==> src/rtl/krt_pkg.sv <==
// ----------------------------------------------------------------------------
// krt_pkg
// Shared types and constants of the keyed rating table: field widths, table
// word layout, register indexes and the structs passed between modules.
// ----------------------------------------------------------------------------
`timescale 1ns / 1ps
`default_nettype none

package krt_pkg;

    // field widths
    localparam int KEY_W    = 32;
    localparam int RATING_W = 23;
    localparam int NEW_W    = 24;

    // table word: key, first rating, second rating
    localparam int WORD_W    = KEY_W + 2 * RATING_W;
    localparam int KEY_MSB   = WORD_W - 1;
    localparam int KEY_LSB   = 2 * RATING_W;
    localparam int FIRST_MSB = 2 * RATING_W - 1;
    localparam int FIRST_LSB = RATING_W;
    localparam int SECOND_MSB = RATING_W - 1;

    // configuration port
    localparam int APB_ADDR_W = 4;
    localparam int APB_DATA_W = 32;
    localparam int REG_IDX_W  = 2;

    typedef enum logic [REG_IDX_W-1:0] {
        REG_LO_LIMIT    = 2'd0,
        REG_HI_LIMIT    = 2'd1,
        REG_MISS_RATING = 2'd2,
        REG_NONE        = 2'd3
    } reg_idx_t;

    localparam logic [RATING_W-1:0] LO_LIMIT_RST    = 23'd256;
    localparam logic [RATING_W-1:0] HI_LIMIT_RST    = 23'd8388607;
    localparam logic [RATING_W-1:0] MISS_RATING_RST = 23'd256;

    // request codes
    localparam logic REQ_READ  = 1'b0;
    localparam logic REQ_WRITE = 1'b1;

    // register values seen by the core
    typedef struct packed {
        logic [RATING_W-1:0] lo_limit;
        logic [RATING_W-1:0] hi_limit;
        logic [RATING_W-1:0] miss_rating;
    } cfg_t;

    // lookup outcome; done marks the end of a search, the rest is held until the next search finishes
    typedef struct packed {
        logic                done;
        logic                hit;
        logic [RATING_W-1:0] first;
        logic [RATING_W-1:0] second;
    } scan_res_t;

endpackage

`default_nettype wire

==> src/rtl/krt_scan.sv <==
// ----------------------------------------------------------------------------
// krt_scan
// Lookup engine: walks the filled part of the table memory one address per
// cycle and stops at the first entry whose key matches.
// ----------------------------------------------------------------------------
`timescale 1ns / 1ps
`default_nettype none

module krt_scan #(
    parameter int TABLE_ENTRIES = 128
) (
    input  wire logic                                 clk,
    input  wire logic                                 rst_n,
    input  wire logic                                 start,
    input  wire logic [krt_pkg::KEY_W-1:0]            key,
    input  wire logic [$clog2(TABLE_ENTRIES+1)-1:0]   fill,
    output logic                                      re,
    output logic      [$clog2(TABLE_ENTRIES)-1:0]     raddr,
    input  wire logic [krt_pkg::WORD_W-1:0]           rdata,
    output krt_pkg::scan_res_t                        res,
    output logic      [$clog2(TABLE_ENTRIES)-1:0]     res_idx
);

    localparam int IDX_W = $clog2(TABLE_ENTRIES);
    localparam int CNT_W = $clog2(TABLE_ENTRIES + 1);

    logic                         busy_reg;
    logic                         busy_next;
    logic [CNT_W-1:0]             addr_reg;
    logic [CNT_W-1:0]             addr_next;
    logic                         pend_reg;
    logic                         pend_next;
    logic [IDX_W-1:0]             pend_idx_reg;
    logic                         done_reg;
    logic                         done_next;
    logic                         hit_reg;
    logic [IDX_W-1:0]             idx_reg;
    logic [krt_pkg::RATING_W-1:0] first_reg;
    logic [krt_pkg::RATING_W-1:0] second_reg;
    logic                         match;
    logic                         finish;

    // issue reads while inside the filled range
    assign re    = busy_reg && (addr_reg < fill);
    assign raddr = addr_reg[IDX_W-1:0];

    // compare the word read in the previous cycle
    assign match  = busy_reg && pend_reg &&
                    (rdata[krt_pkg::KEY_MSB:krt_pkg::KEY_LSB] == key);
    assign finish = match || (busy_reg && (addr_reg == fill));

    always_comb
    begin
        busy_next = busy_reg;
        addr_next = addr_reg;
        pend_next = pend_reg;
        done_next = 1'b0;
        if (start)
        begin
            busy_next = 1'b1;
            addr_next = '0;
            pend_next = 1'b0;
        end
        else if (finish)
        begin
            busy_next = 1'b0;
            pend_next = 1'b0;
            done_next = 1'b1;
        end
        else if (busy_reg)
        begin
            pend_next = re;
            addr_next = addr_reg + CNT_W'(re);
        end
    end

    // control state
    always_ff @(posedge clk or negedge rst_n)
    begin
        if (!rst_n)
        begin
            busy_reg <= 1'b0;
            addr_reg <= '0;
            pend_reg <= 1'b0;
            done_reg <= 1'b0;
        end
        else
        begin
            busy_reg <= busy_next;
            addr_reg <= addr_next;
            pend_reg <= pend_next;
            done_reg <= done_next;
        end
    end

    // outcome and the address of the word in flight
    always_ff @(posedge clk)
    begin
        if (busy_reg)
        begin
            pend_idx_reg <= addr_reg[IDX_W-1:0];
        end
        if (finish)
        begin
            hit_reg    <= match;
            idx_reg    <= pend_idx_reg;
            first_reg  <= rdata[krt_pkg::FIRST_MSB:krt_pkg::FIRST_LSB];
            second_reg <= rdata[krt_pkg::SECOND_MSB:0];
        end
    end

    assign res.done   = done_reg;
    assign res.hit    = hit_reg;
    assign res.first  = first_reg;
    assign res.second = second_reg;
    assign res_idx    = idx_reg;

endmodule

`default_nettype wire

==> config.mk <==
export PLATFORM = sky130hd
export DESIGN_NAME = krt_scan
export DESIGN_NICKNAME = d
export VERILOG_FILES = /design/src/rtl/krt_pkg.sv /design/src/rtl/krt_scan.sv
export SDC_FILE = /design/constraint.sdc
export NUM_CORES = 1
export LEC_CHECK = 0
export BUFFER_PORTS_ARGS = -buffer_cell sky130_fd_sc_hd__buf_2
export CAP_MARGIN = 20
export CELL_PAD_IN_SITES_DETAIL_PLACEMENT = 1
export CELL_PAD_IN_SITES_GLOBAL_PLACEMENT = 1
export CORE_MARGIN = 2
export CORE_UTILIZATION = 36
export CTS_BUF_LIST = sky130_fd_sc_hd__clkbuf_16
export CTS_CLUSTER_SIZE = 20
export DETAILED_ROUTE_END_ITERATION = 6
export PLACE_DENSITY_LB_ADDON = 0.1
export SYNTH_ARGS = -nofsm -noshare
export SYNTH_HDL_FRONTEND = slang
export SYNTH_SLANG_ARGS = --single-unit
==> constraint.sdc <==
create_clock -name clk -period 5.5 [get_ports clk]
set_input_delay 1.1 -clock clk [delete_from_list [all_inputs] [get_ports clk]]
set_output_delay 1.1 -clock clk [all_outputs]
set_load 0.01 [all_outputs]
==> metrics.yaml <==
run_status: "complete, no violations"
wl_met3_um: 547
ys_ff_latch: 72
cts-root-buf: "clkbuf_16"
synthArstFlopShare_pct: 15.28
hp-class: "flip-flop to flip-flop"
cts.sinks: 72
rsz0062_at_grt: "no"
fp.dieH_um: 97.85
utilization_pct: 51.48
cts_setup_buffers: 0
viasPerCell: 4.688
initial_utilization_pct: 36.71
tightest_slew_ns: 0.6812
syn_area_sq_um: 3171
dieArea_sq_um: 9574
std_cell_rows: 34
p_per_area_nw_per_um2: 292.2
synth.area.top_cells: "edfxtp_1, dfrtp_1, xor2_1"
syn-instance-count: 216
drv_slew: 0
antenna_found_initial: 0
final-setup-viol-count: 0
wl_per_cell_um: 16.62
worstPathMaxFanout: 30
post-route-drc-count: 0
drt-met1-wl_um: 3576
placed_area_sq_um: 4143
drive_above_1_share_pct: 52.72
fin_skew_ns: 0.006875
netlist-cell-type-count: 40
detail-route-antenna-nets: 0
areaGrowthSynthToFinish_pct: 40.21
dieWidth_um: 97.85
ios: 184
portBuffers: 183
place_congestion: 0.6880
crit_path_end_kind: "flip-flop"
cp_slowest_cell: "nor4_4"
clk_pin_slew_ns: 0.06
path_delay_family: "simple AND/OR/NAND/NOR gates"
antenna_cells: 0
htree_levels: 3
drt_iter0_drc: 59
ys_top_cells_by_count: "edfxtp_1, xor2_1, dfrtp_1"
grt_pass1_vias: 2547
critPathMaxStageDelay_ns: 0.68
final_nets: 530
yosys.area.top_type: "edfxtp_1"
timing_worst_setup_path_type: "input port to flip-flop"
grt_max_degree: 31
required_ns: 5.48
cp-start-kind: "input port"
power_leakage_uw: 0.002025
synth_edf_count: 61
grt-ovfl-total: 0
yosys_warnings: 0
cts-resized-gates: 0
crit_arrival_ns: 3.69
dr.max_layer_used: "met4"
wirelength_um: 8508
vdd_ir_drop_max_v: 0.0001284
syn_area_per_cell_sq_um: 14.68
max_freq_mhz: 269.4
fp.coreArea_sq_um: 8636
hold_ws_ns: 0.4173
clock_path_buffers: 2
synth_fp_nets: 347
critPathBufInv: 2
period_share_pct: 67.48
worstPathCellList: "buf_2 -> xor2_1 -> nor4_2 -> nand4_1 -> nor4_4 -> or2_2 -> buf_4"
yosys.cell_count.top_type: "edfxtp_1"
tritoncts: "done"
track_usage_pct: 18.11
hold_viol_final: 0
cts_hold_buf: 0
yosysSeqAreaShare_pct: 66.46
tns_ns: 0
relSlewSlack_pct: 54.25
synth_ff_type: "edfxtp_1"
finalPower_uw: 1299
clock_latency_ns: 0.32
synth_top_area_share_pct: 57.77
grt_pass1_wl_um: 13450
cap_violations: 0
fill_cells: 955
num_vias: 2400
drt_pass1_iterations: 6
wl_met2_um: 4273
cts_buffers: 9
hpwlAfterDp_um: 6759
final_area_sq_um: 4446
period_needed_ns: 3.711
logic make-up after synthesis:
logic type      share of synthesized area [%]
buf+inv                                 3.788
compound gates                          2.724
mux                                     1.539
xor+xnor                                8.840
flops                                   66.46
fa+ha+maj                               3.946
simple gates                            12.71
power breakdown:
part / leakage (uW) / switching, uW / internal (uW)
clock: 0.000147 / 226 / 356
sequential: 0.000713 / 6.68 / 600
combinational: 0.00116 / 52.1 / 59.2
cells in the final DEF (no fill, tap or decap), types with 2 or more instances in the layout:
cell	count
xnor2_1	10
a21oi_1	4
mux2_2	3
buf_2	183
nor2_1	8
nor2b_1	6
ha_1	10
edfxtp_1	61
nand3_1	7
clkbuf_16	9
or3b_2	2
nand4_1	6
nand2_1	6
inv_6	3
dfrtp_1	11
or4_1	3
o21ai_0	4
and3_1	2
xor2_1	22
nor4_1	5
or3_1	3
nor4_2	2
nor3_1	4
inv_1	9
through the flow:
stage	instances	setup WS (ns)
global placement	496	1.553
floorplan	216	2.145
detailed placement	496	1.416
finish	512	1.789
CTS	512	1.743
global route	512	1.524
worst reg2reg max path: stages, from the launching register on:
cell     delay [ns]
dfrtp_1        0.72
nand3_1        0.23
nor4_4         0.63
or2_2          0.66
buf_4          0.48
per-layer routing:
metal	up-vias	global-route usage, %
li1	1164	-
met1	1105	22.80
met2	123	31.19
met3	8	4.009
met4	0	5.662
met5	-	0
layout make-up:
class                   count  area [sq um]  area share [%]
clock inverters             7         77.57           1.745
repair buffers            184         923.4           20.77
flip-flops and latches     72          2107           47.40
well taps                 108         135.1           3.040
inverters                   9         33.78          0.7599
clock buffers               9         225.2           5.066
multi-input cells         123         943.4           21.22
final timing paths:
check | startpoint | end | slack [ns] | cells past startpoint
max in group asynchronous | rst_n | busy_reg | 4.63 | 1
min | pend_idx_reg[6] | res_idx[6] | 0.42 | 0
min in group asynchronous | rst_n | addr_reg[6] | 0.65 | 1
max | key[11] | second_reg[11] | 1.79 | 7
max reg2reg | busy_reg | second_reg[11] | 2.41 | 4
min reg2reg | pend_idx_reg[6] | res_idx[6] | 0.42 | 0
Power figures use the tool's default switching activity.
