<file path="src/rtl/krt_pkg.sv">
// ----------------------------------------------------------------------------
// krt_pkg
// Shared types and constants of the keyed rating table: field widths, table
// word layout, register indexes and the structs passed between modules.
// ----------------------------------------------------------------------------
`timescale 1ns / 1ps
`default_nettype none

package krt_pkg;

    // field widths
    localparam int KEY_W    = 32;
    localparam int RATING_W = 23;
    localparam int NEW_W    = 24;

    // table word: key, first rating, second rating
    localparam int WORD_W    = KEY_W + 2 * RATING_W;
    localparam int KEY_MSB   = WORD_W - 1;
    localparam int KEY_LSB   = 2 * RATING_W;
    localparam int FIRST_MSB = 2 * RATING_W - 1;
    localparam int FIRST_LSB = RATING_W;
    localparam int SECOND_MSB = RATING_W - 1;

    // configuration port
    localparam int APB_ADDR_W = 4;
    localparam int APB_DATA_W = 32;
    localparam int REG_IDX_W  = 2;

    typedef enum logic [REG_IDX_W-1:0] {
        REG_LO_LIMIT    = 2'd0,
        REG_HI_LIMIT    = 2'd1,
        REG_MISS_RATING = 2'd2,
        REG_NONE        = 2'd3
    } reg_idx_t;

    localparam logic [RATING_W-1:0] LO_LIMIT_RST    = 23'd256;
    localparam logic [RATING_W-1:0] HI_LIMIT_RST    = 23'd8388607;
    localparam logic [RATING_W-1:0] MISS_RATING_RST = 23'd256;

    // request codes
    localparam logic REQ_READ  = 1'b0;
    localparam logic REQ_WRITE = 1'b1;

    // register values seen by the core
    typedef struct packed {
        logic [RATING_W-1:0] lo_limit;
        logic [RATING_W-1:0] hi_limit;
        logic [RATING_W-1:0] miss_rating;
    } cfg_t;

    // lookup outcome; done marks the end of a search, the rest is held until the next search finishes
    typedef struct packed {
        logic                done;
        logic                hit;
        logic [RATING_W-1:0] first;
        logic [RATING_W-1:0] second;
    } scan_res_t;

endpackage

`default_nettype wire

</file>
<file path="src/rtl/krt_apb_regs.sv">
// ----------------------------------------------------------------------------
// krt_apb_regs
// APB-style register block holding the clamp limits and the default rating.
// ----------------------------------------------------------------------------
`timescale 1ns / 1ps
`default_nettype none

module krt_apb_regs (
    input  wire logic                              clk,
    input  wire logic                              rst_n,
    input  wire logic                              psel,
    input  wire logic                              penable,
    input  wire logic                              pwrite,
    input  wire logic [krt_pkg::APB_ADDR_W-1:0]    paddr,
    input  wire logic [krt_pkg::APB_DATA_W-1:0]    pwdata,
    output logic      [krt_pkg::APB_DATA_W-1:0]    prdata,
    output logic                                   pready,
    output krt_pkg::cfg_t                          cfg
);

    logic [krt_pkg::RATING_W-1:0] min_reg;
    logic [krt_pkg::RATING_W-1:0] max_reg;
    logic [krt_pkg::RATING_W-1:0] dflt_reg;
    krt_pkg::reg_idx_t            idx;
    logic                         wr_en;
    logic [krt_pkg::RATING_W-1:0] rd_val;

    assign idx    = krt_pkg::reg_idx_t'(paddr[krt_pkg::APB_ADDR_W-1:2]);
    assign wr_en  = psel && penable && pwrite;
    assign pready = 1'b1;

    // register writes
    always_ff @(posedge clk or negedge rst_n)
    begin
        if (!rst_n)
        begin
            min_reg  <= krt_pkg::LO_LIMIT_RST;
            max_reg  <= krt_pkg::HI_LIMIT_RST;
            dflt_reg <= krt_pkg::MISS_RATING_RST;
        end
        else if (wr_en)
        begin
            unique case (idx)
                krt_pkg::REG_LO_LIMIT:    min_reg  <= pwdata[krt_pkg::RATING_W-1:0];
                krt_pkg::REG_HI_LIMIT:    max_reg  <= pwdata[krt_pkg::RATING_W-1:0];
                krt_pkg::REG_MISS_RATING: dflt_reg <= pwdata[krt_pkg::RATING_W-1:0];
                default:                  ;
            endcase
        end
    end

    // read mux
    always_comb
    begin
        unique case (idx)
            krt_pkg::REG_LO_LIMIT:    rd_val = min_reg;
            krt_pkg::REG_HI_LIMIT:    rd_val = max_reg;
            krt_pkg::REG_MISS_RATING: rd_val = dflt_reg;
            default:                  rd_val = '0;
        endcase
    end

    assign prdata = {{(krt_pkg::APB_DATA_W - krt_pkg::RATING_W){1'b0}}, rd_val};

    assign cfg.lo_limit    = min_reg;
    assign cfg.hi_limit    = max_reg;
    assign cfg.miss_rating = dflt_reg;

endmodule

`default_nettype wire

</file>
<file path="config.mk">
export PLATFORM = sky130hd
export DESIGN_NAME = krt_apb_regs
export DESIGN_NICKNAME = d
export VERILOG_FILES = /design/src/rtl/krt_pkg.sv /design/src/rtl/krt_apb_regs.sv
export SDC_FILE = /design/constraint.sdc
export NUM_CORES = 1
export LEC_CHECK = 0
export BUFFER_PORTS_ARGS = -buffer_cell sky130_fd_sc_hd__clkbuf_2
export CORE_ASPECT_RATIO = 1.2
export CORE_MARGIN = 5
export CORE_UTILIZATION = 40
export CTS_CLUSTER_DIAMETER = 150
export CTS_CLUSTER_SIZE = 16
export DETAILED_ROUTE_END_ITERATION = 6
export GPL_ROUTABILITY_DRIVEN = 0
export PLACE_DENSITY = 0.78
export RECOVER_POWER = 100
export REMOVE_ABC_BUFFERS = 1
export SLEW_MARGIN = 20
export SYNTH_ARGS = -nofsm -noshare
export SYNTH_HDL_FRONTEND = slang
export SYNTH_SLANG_ARGS = --single-unit
</file>
<file path="constraint.sdc">
create_clock -name clk -period 1.4 [get_ports clk]
set_input_delay 0.28 -clock clk [delete_from_list [all_inputs] [get_ports clk]]
set_output_delay 0.28 -clock clk [all_outputs]
set_load 0.005 [all_outputs]
</file>
==> results.json <==
{
  "synth_cell_types": 18,
  "die_w_um": 92.2,
  "die-area_sq_mm": 0.0100,
  "synth_seq_area_share_pct": 54.1,
  "period_share_pct": 107,
  "cts_buffers": 9,
  "status": "finished with violations",
  "n_antenna_cell": 0,
  "grt_max_degree": 70,
  "grt_pass1_wl_um": 13700,
  "seqPwrFrac_pct": 46.5,
  "synth_flop_cell": "dfrtp_1",
  "ios": 143,
  "end_kind": "output pin",
  "finalNetCount": 447,
  "worst_pin_slew_ns": 0.943,
  "p_sw_mw": 1.82,
  "synth_top_cell_area_share_pct": 33.9,
  "drtIter0Drc": 81,
  "finalHoldViolCount": 0,
  "violations": "negative setup slack",
  "p_int_mw": 4.46,
  "max_freq_ghz": 0.668,
  "setup_viol_count_final": 49,
  "comb_power_share_pct": 30.7,
  "grt_pass1_vias": 2620,
  "fin_setup_tns_ns": -2.14,
  "drt_wl_total_um": 8630,
  "drtPass1Iterations": 4,
  "relSlewSlack_pct": 37.1,
  "vias": 2465,
  "finalClockSkew_ns": 0,
  "wire_per_inst_um": 17.0,
  "clock_latency_ns": 0.33,
  "dpl_cell_area_sq_mm": 0.00410,
  "synth.largest_area_cell": "dfrtp_1",
  "synth_area_per_cell_sq_um": 13.6,
  "cp_max_fo": 2,
  "setup_ws_ns": -0.0964,
  "fillers": 714,
  "syn_area_sq_mm": 0.00325,
  "cts_tree": "yes",
  "antenna_left": 0,
  "ys_ff_latch": 69,
  "dp_hpwl_um": 5920,
  "drive_gt1_share_pct": 57.4,
  "final_cells": 506,
  "coreArea_sq_mm": 0.00802,
  "dp_cells": 461,
  "htree_levels": 3,
  "gr-total-overflow": 0,
  "drc": 0,
  "yosysWarningCount": 0,
  "switching_share_pct": 29.0,
  "rsz0062_at_grt": "yes",
  "seq_area_sq_mm": 0.00176,
  "crit_path_start_kind": "flop",
  "vias_per_cell": 4.87,
  "antenna_found_initial": 0,
  "yosys-top-cells-area": "dfrtp_1 (34%), dfstp_2 (20%), mux2_2 (17%), mux2_4 (9.2%), mux2i_1 (7.1%)",
  "rows": 36,
  "fin_area_sq_mm": 0.00445,
  "multi_input_area_sq_mm": 0.00131,
  "die_h_um": 109,
  "yosysMostFrequentCell": "mux2_2",
  "worstPathRequired_ns": 1.12,
  "port_buffers": 121,
  "fin_crit_ns": 1.50,
  "p_clk_share_pct": 22.9,
  "arrival_ns": 1.22,
  "initial_core_util_pct": 40.5,
  "syn_to_final_growth_pct": 37.1,
  "clk_pin_slew_ns": 0.07,
  "clockBufferDepth": 2,
  "min_path_type": "input pin to flop",
  "synth_cells": 238,
  "root_buffer": "clkbuf_8",
  "grt_use_total_pct": 17.9,
  "synthArstFlopShare_pct": 100,
  "worstSetupPathType": "flop to output pin",
  "cap_violations": 0,
  "vdd.ir_drop.worst_uv": 751,
  "clock_sinks": 69,
  "synth_edf_count": 0,
  "p_per_area_mw_per_mm2": 1410,
  "p_leak_nw": 2.17,
  "slew_viol_final": 0,
  "netlist_top_cells_count": "mux2_2 (48), dfrtp_1 (44), dfstp_2 (25)"
}
==> cell families (layout without fill, tap and decap cells) <==
logic type             after synthesis  after routing  synth area share [%]
DFF                                 69             69                  54.1
and+or+nand+nor                     28             28                  3.97
AOI/OAI and AO/OA                   23             23                  3.55
buffers and inverters               24            189                  4.78
other                                2             10                 0.231
muxes                               92             92                  33.3
==> what timing repair did <==
item,CTS,global route
setup buffers,24,4
hold buffers,1,0
gates cloned,1,0
hold endpoints to repair,44,0
pin swaps,7,7
resized for setup,35,42
endpoints found under the setup margin,23,35
==> layout make-up <==
cell class                 instances  share of cell area [%]
timing repair buffer             173                    24.6
tap                               95                    2.67
clock buffer                      14                    3.65
multi-input combinational        153                    29.3
sequential                        69                    39.5
clock inverter                     2                   0.225
==> power by group through the flow <==
stage,sequential [mW],combinational (mW),clock [mW]
after floorplan,2.97,0.710,0
after global placement,2.97,1.61,0
after detailed placement,2.99,1.66,0
after CTS,2.91,2.01,1.49
after global routing,2.99,2.12,1.59
final,2.92,1.93,1.44
==> metal layers <==
layer / vias up / routed length (um) / track usage [%]
li1: 1144 / - / -
met5: - / 0 / 0
met4: 0 / 123 / 5.63
met3: 12 / 452 / 4.07
met2: 87 / 4330 / 30.7
met1: 1222 / 3730 / 22.5
==> final timing paths <==
kind	start	end	slack (ns)	cells past startpoint
min	pwdata[18]	max_reg[18]	0.20	2
max	max_reg[16]	prdata[16]	-0.1	3
max in group asynchronous	rst_n	min_reg[7]	0.03	3
min in group asynchronous	rst_n	dflt_reg[2]	0.74	3
min reg2reg	min_reg[11]	min_reg[11]	0.53	1
max reg2reg	max_reg[10]	max_reg[10]	0.42	3
==> cell usage in the layout (no fill, tap or decap) <==
cell	instances
o21ai_2	1
nand2_1	18
nor3_1	1
mux2_1	21
nor3b_1	1
dfstp_2	17
nand2_2	5
clkinv_2	2
clkbuf_8	12
buf_6	19
nor2b_4	1
clkbuf_2	71
buf_12	2
clkbuf_4	2
conb_1	10
clkbuf_16	1
o21ai_1	22
nand3_1	1
clkbuf_1	26
dlygate4sd3_1	1
buf_4	29
mux2_2	48
dfrtp_1	44
mux2i_2	1
dfstp_1	8
mux2i_1	22
buf_2	24
or3b_2	1
==> worst max-delay path, stage by stage (launching register included) <==
cell	delay (ns)
dfstp_2	0.54
mux2i_1	0.08
o21ai_1	0.14
buf_2	0.13
==> per-stage QoR <==
| stage | power (mW) | hold slack [ns] | setup WS [ns] | utilization [%] |
|---|---|---|---|---|
| after floorplan | 3.68 | -0.0156 | -0.516 | - |
| after global placement | 4.58 | 0.328 | -0.235 | 51.1 |
| after detailed placement | 4.65 | 0.333 | -0.248 | 51.1 |
| after CTS | 6.41 | 0.181 | -0.130 | 56.4 |
| after global routing | 6.69 | 0.182 | -0.181 | 55.5 |
| final | 6.28 | 0.197 | -0.0964 | 55.5 |
Note: power is estimated with default switching activity, not from simulation.
