==> config.mk <==
export PLATFORM = sky130hd
export DESIGN_NAME = krt_ram
export DESIGN_NICKNAME = d
export VERILOG_FILES = /design/src/rtl/krt_ram.sv
export SDC_FILE = /design/constraint.sdc
export NUM_CORES = 1
export LEC_CHECK = 0
export BUFFER_PORTS_ARGS = -buffer_cell sky130_fd_sc_hd__buf_2
export CELL_PAD_IN_SITES_DETAIL_PLACEMENT = 0
export CELL_PAD_IN_SITES_GLOBAL_PLACEMENT = 1
export CORE_MARGIN = 3
export CORE_UTILIZATION = 53
export CTS_CLUSTER_DIAMETER = 100
export DETAILED_ROUTE_END_ITERATION = 16
export PLACE_DENSITY_LB_ADDON = 0.1
export SLEW_MARGIN = 15
export SYNTH_ARGS = -nofsm -noshare
export SYNTH_HDL_FRONTEND = slang
export SYNTH_SLANG_ARGS = --single-unit
==> constraint.sdc <==
create_clock -name clk -period 2.55 [get_ports clk]
set_clock_uncertainty 0.2 [all_clocks]
set_input_delay 0.1275 -clock clk [delete_from_list [all_inputs] [get_ports clk]]
set_output_delay 0.1275 -clock clk [all_outputs]
set_load 0.05 [all_outputs]
==> src/rtl/krt_ram.sv <==
// ----------------------------------------------------------------------------
// krt_ram
// Generic simple dual-port RAM: one write port, one read port with a
// registered read.
// ----------------------------------------------------------------------------
`timescale 1ns / 1ps
`default_nettype none

module krt_ram #(
    parameter int WIDTH = 8,
    parameter int DEPTH = 16
) (
    input  wire logic                     clk,
    input  wire logic                     we,
    input  wire logic [$clog2(DEPTH)-1:0] waddr,
    input  wire logic [WIDTH-1:0]         wdata,
    input  wire logic                     re,
    input  wire logic [$clog2(DEPTH)-1:0] raddr,
    output logic      [WIDTH-1:0]         rdata
);

    logic [WIDTH-1:0] mem [DEPTH];
    logic [WIDTH-1:0] rdata_reg;

    // write port
    always_ff @(posedge clk)
    begin
        if (we)
        begin
            mem[waddr] <= wdata;
        end
    end

    // registered read port
    always_ff @(posedge clk)
    begin
        if (re)
        begin
            rdata_reg <= mem[raddr];
        end
    end

    assign rdata = rdata_reg;

endmodule

`default_nettype wire

==> results.md, run 1 <==
- Status: complete, no violations
- Vias in the first global route: 2597
- DRC viols: 0
- Most frequent CP cell: dlygate4sd3_1
- Final setup fails: 0
- Initial Util: 55.5%
- Post-Synthesis Cell Area: 0.00523 mm2
- Post-CTS Setup Inserts: 0
- Post-Layout Cell Count: 436
- WL/cell: 23.2 um
- Clock sink count: 136
- IO Port Bufs: 26
- Arrival @ worst endpoint: 1780 ps
- Via count: 2525
- Max FFs per register: 128
- First DRT Iteration DRCs: 169
- R2R Path End: rdata[6]
- Root buf cell: clkbuf_8
- Worst R2R Path Depth: 3
- Setup CP Type: in2reg
- DR pass1 iterations: 4
- Slew @ Worst Pin: 825 ps
- DIE WIDTH: 105 um
- Final WL: 10.1 mm
- Cts bufs inserted: 17
- Avg Inst Size Synth: 22.8 um2
- Hold Crit Depth: 4
- Minimum clock period: 1770 ps
- EDFF count, synth: 136
- H-tree levels: 4
- Final #Nets: 313
- Synth area leaders: edfxtp_1, mux4_2, mux4_1
- RSZ-0062 raised after global routing: no
- Fin crit share: 69.5%
- Worst relative slew slack: 44.9%
- Warnings from Yosys: 0
- Worst vdd ir: 0.419 mV
- Largest net degree at the start of global routing: 33
- Max-cap violation count: 0
- Num rows: 35
- First-pass GRT wire length: 15.5 mm
- Count leader, synth: edfxtp_1
- Power per cell area: 804 mW/mm2
- Max Clk Rate: 0.564 GHz
- P_leak: 2.12 nW
- Filler instances: 647
- Number of synthesized register bits: 136
- Area share of the largest cell type after synthesis: 78.1%
- Worst-path maximum fanout: 8
- Setup TNS: 0 ps
- Synth unique cells: 18
- Syn Inst Count: 229
- Die footprint: 0.0111 mm2
- Crit path required time: 2560 ps
- Post-DP HPWL: 6.08 mm
- WHS Endpoint: mem[15][0]
- Crit-path slowest cell: dlygate4sd3_1
- Clock transition at path regs: 60 ps
- Max Slew Vio Count: 0
- Mapped Nets: 248
- Setup Slack @ Placement: 543 ps
- CTS Buffer Depth: 2
- Final GP Congestion: 0.700
- GRT Overall Usage: 19.8%
- Inst Count DP: 392
- Remaining global-route overflow: 0
- Top_reg_cell synth: edfxtp_1
- Core Region: 0.00942 mm2
- Worst skew pair latency: 510 ps
- CTS tree: done
- Hold Path Class: in2reg
- Reg2Reg Launch Point: mem[3][6]
- Worst-path cell chain: dlygate4sd3_1, buf_2, nor3_1, dlygate4sd3_1, buf_4
- Finished Cell Area: 0.00626 mm2
- # diodes: 0
- Critical path capture point type: flip-flop
- Share of flip-flops with an asynchronous set or reset: 0%
- CTS resizes: 0
- Die Ht: 105 um
- Hold Fails Final Rpt: 0
- Top cells by count, synth: edfxtp_1, mux4_2, a22oi_1
- Layout area overhead: 19.7%
- Routed Antenna Nets: 0
- Worst Slack Setup Final: 777 ps
- Cell Area, Placed: 0.00559 mm2
- Slowest Stage Delay on Critical Path: 580 ps
- Critical path startpoint category: input pin
- Layout cells sized above 1: 30.3%
- R2R setup slack: 820 ps
- Initial antenna violation count: 0
- Seq/Total Area, Yosys: 78.1%
- Area leader, netlist: edfxtp_1
- Hold Path Origin: waddr[2]
- Via/cell ratio: 5.79
- Ports: 27
## cell families (layout without fill, tap and decap cells)
logic type      after synthesis  after routing  synth area share, %
flops                       136            136                 78.1
compound gates               16             16                 2.30
simple gates                 35             35                 3.14
buf+inv                      10             88                 1.65
mux                          32             32                 14.8
## cell type report
type                    instances  area, um2  area share [%]
clock inverters                13        125            2.00
multi-input cells              83       1060            16.9
clock buffers                  19        422            6.74
flip-flops and latches        136       4080            65.2
well taps                     129        161            2.58
repair buffers                 56        410            6.56
## per-layer routing
metal,vias to the layer above,GRT usage (%),routed length (um)
met4,0,4.69,73
met2,87,29.1,5000
li1,1113,-,-
met1,1320,29.9,4460
met5,-,0,0
met3,5,5.70,590
## worst max-delay path, delay by kind of cell
family	cells	cell delay, ps
buffers and inverters	4	1470
AND/OR/NAND/NOR	1	180
## layout by cell type, fill, tap and decap left out
cell           count
a22oi_1           16
and2_1             1
and2b_1            1
buf_12             2
buf_2             26
buf_4             16
bufinv_16          1
clkbuf_1           2
clkbuf_16         16
clkbuf_8           1
clkinv_2           1
clkinv_4           4
clkinvlp_4         5
dlygate4sd3_1     12
edfxtp_1         136
inv_6              2
mux4_1            14
mux4_2            18
nand2_1            9
nand2b_1           2
nand3_1            1
nand3b_1           2
nor2_1            13
nor2b_1            1
nor3_1             4
or3b_2             1
## worst max path at each step
stage                    from    endpoint  slack [ps]  depth (start not counted)
finish               waddr[0]  mem[12][5]         780                          5
global route         waddr[0]  mem[12][1]         710                          5
CTS                 mem[9][1]    rdata[1]         790                          3
detailed placement   raddr[0]    rdata[1]         540                          5
global placement     raddr[0]    rdata[1]         550                          5
floorplan            waddr[2]   mem[0][0]         730                          2
## what timing repair did
| action | CTS | global route |
|---|---|---|
| hold buffers | 12 | 0 |
| setup endpoints to repair | 0 | 0 |
| endpoints found under the hold margin | 168 | 0 |
## per-stage QoR
step | hold WS (ps) | util [%] | power [mW]
after global routing | 62.0 | 66.5 | 5.22
after global placement | 315 | 59.4 | 2.84
final | 72.9 | 66.5 | 5.03
after detailed placement | 323 | 59.4 | 2.85
after CTS | 49.4 | 66.5 | 5.08
after floorplan | 26.4 | - | 2.74
## power by group
part | switching, mW | internal [mW]
clock network | 0.923 | 1.30
registers | 0.0126 | 2.52
logic | 0.171 | 0.109
total | 1.11 | 3.93
(Power assumes the default switching activity.)
==> run 2: changes to the inputs <==
Clock period 2.55 ns to 1.8 ns, I/O delays scaled along.
==> run 2 against run 1 <==
  * Wire length fell by 5.1%
  * Combinational power rose by 47%
  * Worst hold slack worse by 61 ps
  * Via count down 1.9%
  * Sequential share of layout area down 1.3 points
  * Clock power up 52%
  * Core utilization rose by 1.4 points
  * Worst setup slack worse by 730 ps
  * Clock-buffer cell count did not move
  * Final area increased by 2.1%
  * Final cell count grew 1.4%
  * Global-route usage decreased by 0.95 points
==> results.md, run 2 (synthesized netlist as in run 1, its figures left out) <==
- Status: complete, no violations
- Slowest Stage Delay on Critical Path: 570 ps
- DRC viols: 0
- Max FFs per register: 128
- Core Region: 0.00942 mm2
- Sequential group share of total power: 48.6%
- Critical path capture point type: flip-flop
- RSZ-0062 raised after global routing: no
- CTS Buffer Depth: 2
- Max Clk Rate: 0.569 GHz
- Clock sink count: 136
- Most frequent CP cell: dlygate4sd3_1
- Final GP Congestion: 0.701
- Power per cell area: 1160 mW/mm2
- Hold Fails Final Rpt: 0
- Crit-path slowest cell: dlygate4sd3_1
- # diodes: 0
- Worst vdd ir: 0.640 mV
- GRT Overall Usage: 18.9%
- Crit path required time: 1810 ps
- Cell Area, Placed: 0.00566 mm2
- Fin crit share: 97.6%
- Arrival @ worst endpoint: 1770 ps
- Largest net degree at the start of global routing: 33
- Hold Path Origin: raddr[3]
- Final WL: 9.62 mm
- Initial Util: 55.5%
- Combinational power share: 5.6%
- Metal1 wirelength: 4.27 mm
- Final #Nets: 319
- Metal3 WL: 446 um
- Via count: 2478
- R2R setup slack: 80 ps
- Worst-path maximum fanout: 8
- Final setup fails: 0
- Worst skew pair latency: 510 ps
- CTS tree: done
- Num rows: 35
- Hold Path Class: in2reg
- Buf/Inv on CP: 4
- Layout cells sized above 1: 31.6%
- Met2 WL: 4.84 mm
- Die Ht: 105 um
- Die footprint: 0.0111 mm2
- Worst relative slew slack: 72.8%
- Reg2Reg Launch Point: mem[1][5]
- Commonest non-fill, non-tap cell in the layout: edfxtp_1
- DR pass1 iterations: 5
- Clock transition at path regs: 60 ps
- Routed Antenna Nets: 0
- Cts bufs inserted: 17
- Post-DP HPWL: 6.19 mm
- Setup TNS: 0 ps
- Top sig layer: met4
- WL/cell: 21.8 um
- Via/cell ratio: 5.61
- Critical path startpoint category: input pin
- First DRT Iteration DRCs: 172
- Root buf cell: clkbuf_8
- Max-cap violation count: 0
- Crit path from: waddr[2]
- IO Port Bufs: 26
- Layout area overhead: 22.2%
- Switching power: 1.52 mW
- P_leak: 2.19 nW
- Vias in the first global route: 2463
- Net Sw Frac: 20.5%
- DIE WIDTH: 105 um
- Final Hold Slack: 11.8 ps
- Critical path's top delay family: buffers and inverters
- Finished Cell Area: 0.00639 mm2
- Worst-path cell chain: dlygate4sd3_1, buf_2, nand3b_1, nor3_2, dlygate4sd3_1, buf_4
- Setup CP Type: in2reg
- Most frequent cells in the layout: edfxtp_1, buf_2, buf_4
- Minimum clock period: 1760 ps
- Remaining global-route overflow: 0
- Internal cell power: 5.86 mW
- Ports: 27
- Initial antenna violation count: 0
- Max Slew Vio Count: 0
- Clock network fraction of design power: 45.8%
- H-tree levels: 4
- First-pass GRT wire length: 14.9 mm
- Slew @ Worst Pin: 408 ps
[run 2: cell count changes in the layout (fill, tap and decap cells not counted), moves of 2 or more]
cell | previous run | this run
bufinv_16 | 1 | 3
clkinvlp_4 | 5 | 1
buf_12 | 2 | 4
buf_4 | 16 | 19
[run 2: metal layers]
layer / global-route usage (%) / vias up
met3: 4.29 / 4
li1: - / 1126
met4: 6.47 / 0
met5: 0 / -
met1: 27.0 / 1271
met2: 29.1 / 77
[run 2: layout make-up]
type	count	area, um2
clock inverter	13	171
sequential	136	4080
multi-input combinational	83	1070
timing repair buffer	62	483
fill	595	3030
tap	129	161
clock buffer	19	422
[run 2: power by group through the flow]
stage / clock network, mW / logic, mW / registers, mW
6_report: 3.38 / 0.411 / 3.59
3_5_place_dp: 0 / 0.397 / 3.65
4_1_cts: 3.44 / 0.417 / 3.59
3_3_place_gp: 0 / 0.391 / 3.65
2_1_floorplan: 0 / 0.180 / 3.70
5_1_grt: 3.59 / 0.444 / 3.59
[run 2: what timing repair did]
| action | 4_1_cts | 5_1_grt |
|---|---|---|
| resized for setup | 0 | 2 |
| endpoints found under the hold margin | 172 | 0 |
| hold buffers | 13 | 0 |
| endpoints found under the setup margin | 0 | 9 |
| setup buffers | 0 | 0 |
[run 2: worst paths after layout]
check,cells after the start,endpoint
max,6,mem[4][6]
min,5,rdata[1]
max reg2reg,3,rdata[5]
min reg2reg,3,rdata[6]
[run 2: per-stage QoR]
stage	utilization (%)	std cells	total power, mW	setup slack [ps]
after global placement	60.1	397	4.04	-108
final	67.9	442	7.38	43.4
after global routing	67.9	442	7.63	7.31
after floorplan	-	229	3.88	17.1
after CTS	67.7	442	7.44	25.4
after detailed placement	60.1	397	4.05	-143
[run 2: worst min-delay path, cell delays in order]
cell and delay [ps]:
buf_2 110, nor2_1 80, buf_4 180, a22oi_1 100, nand2_1 60
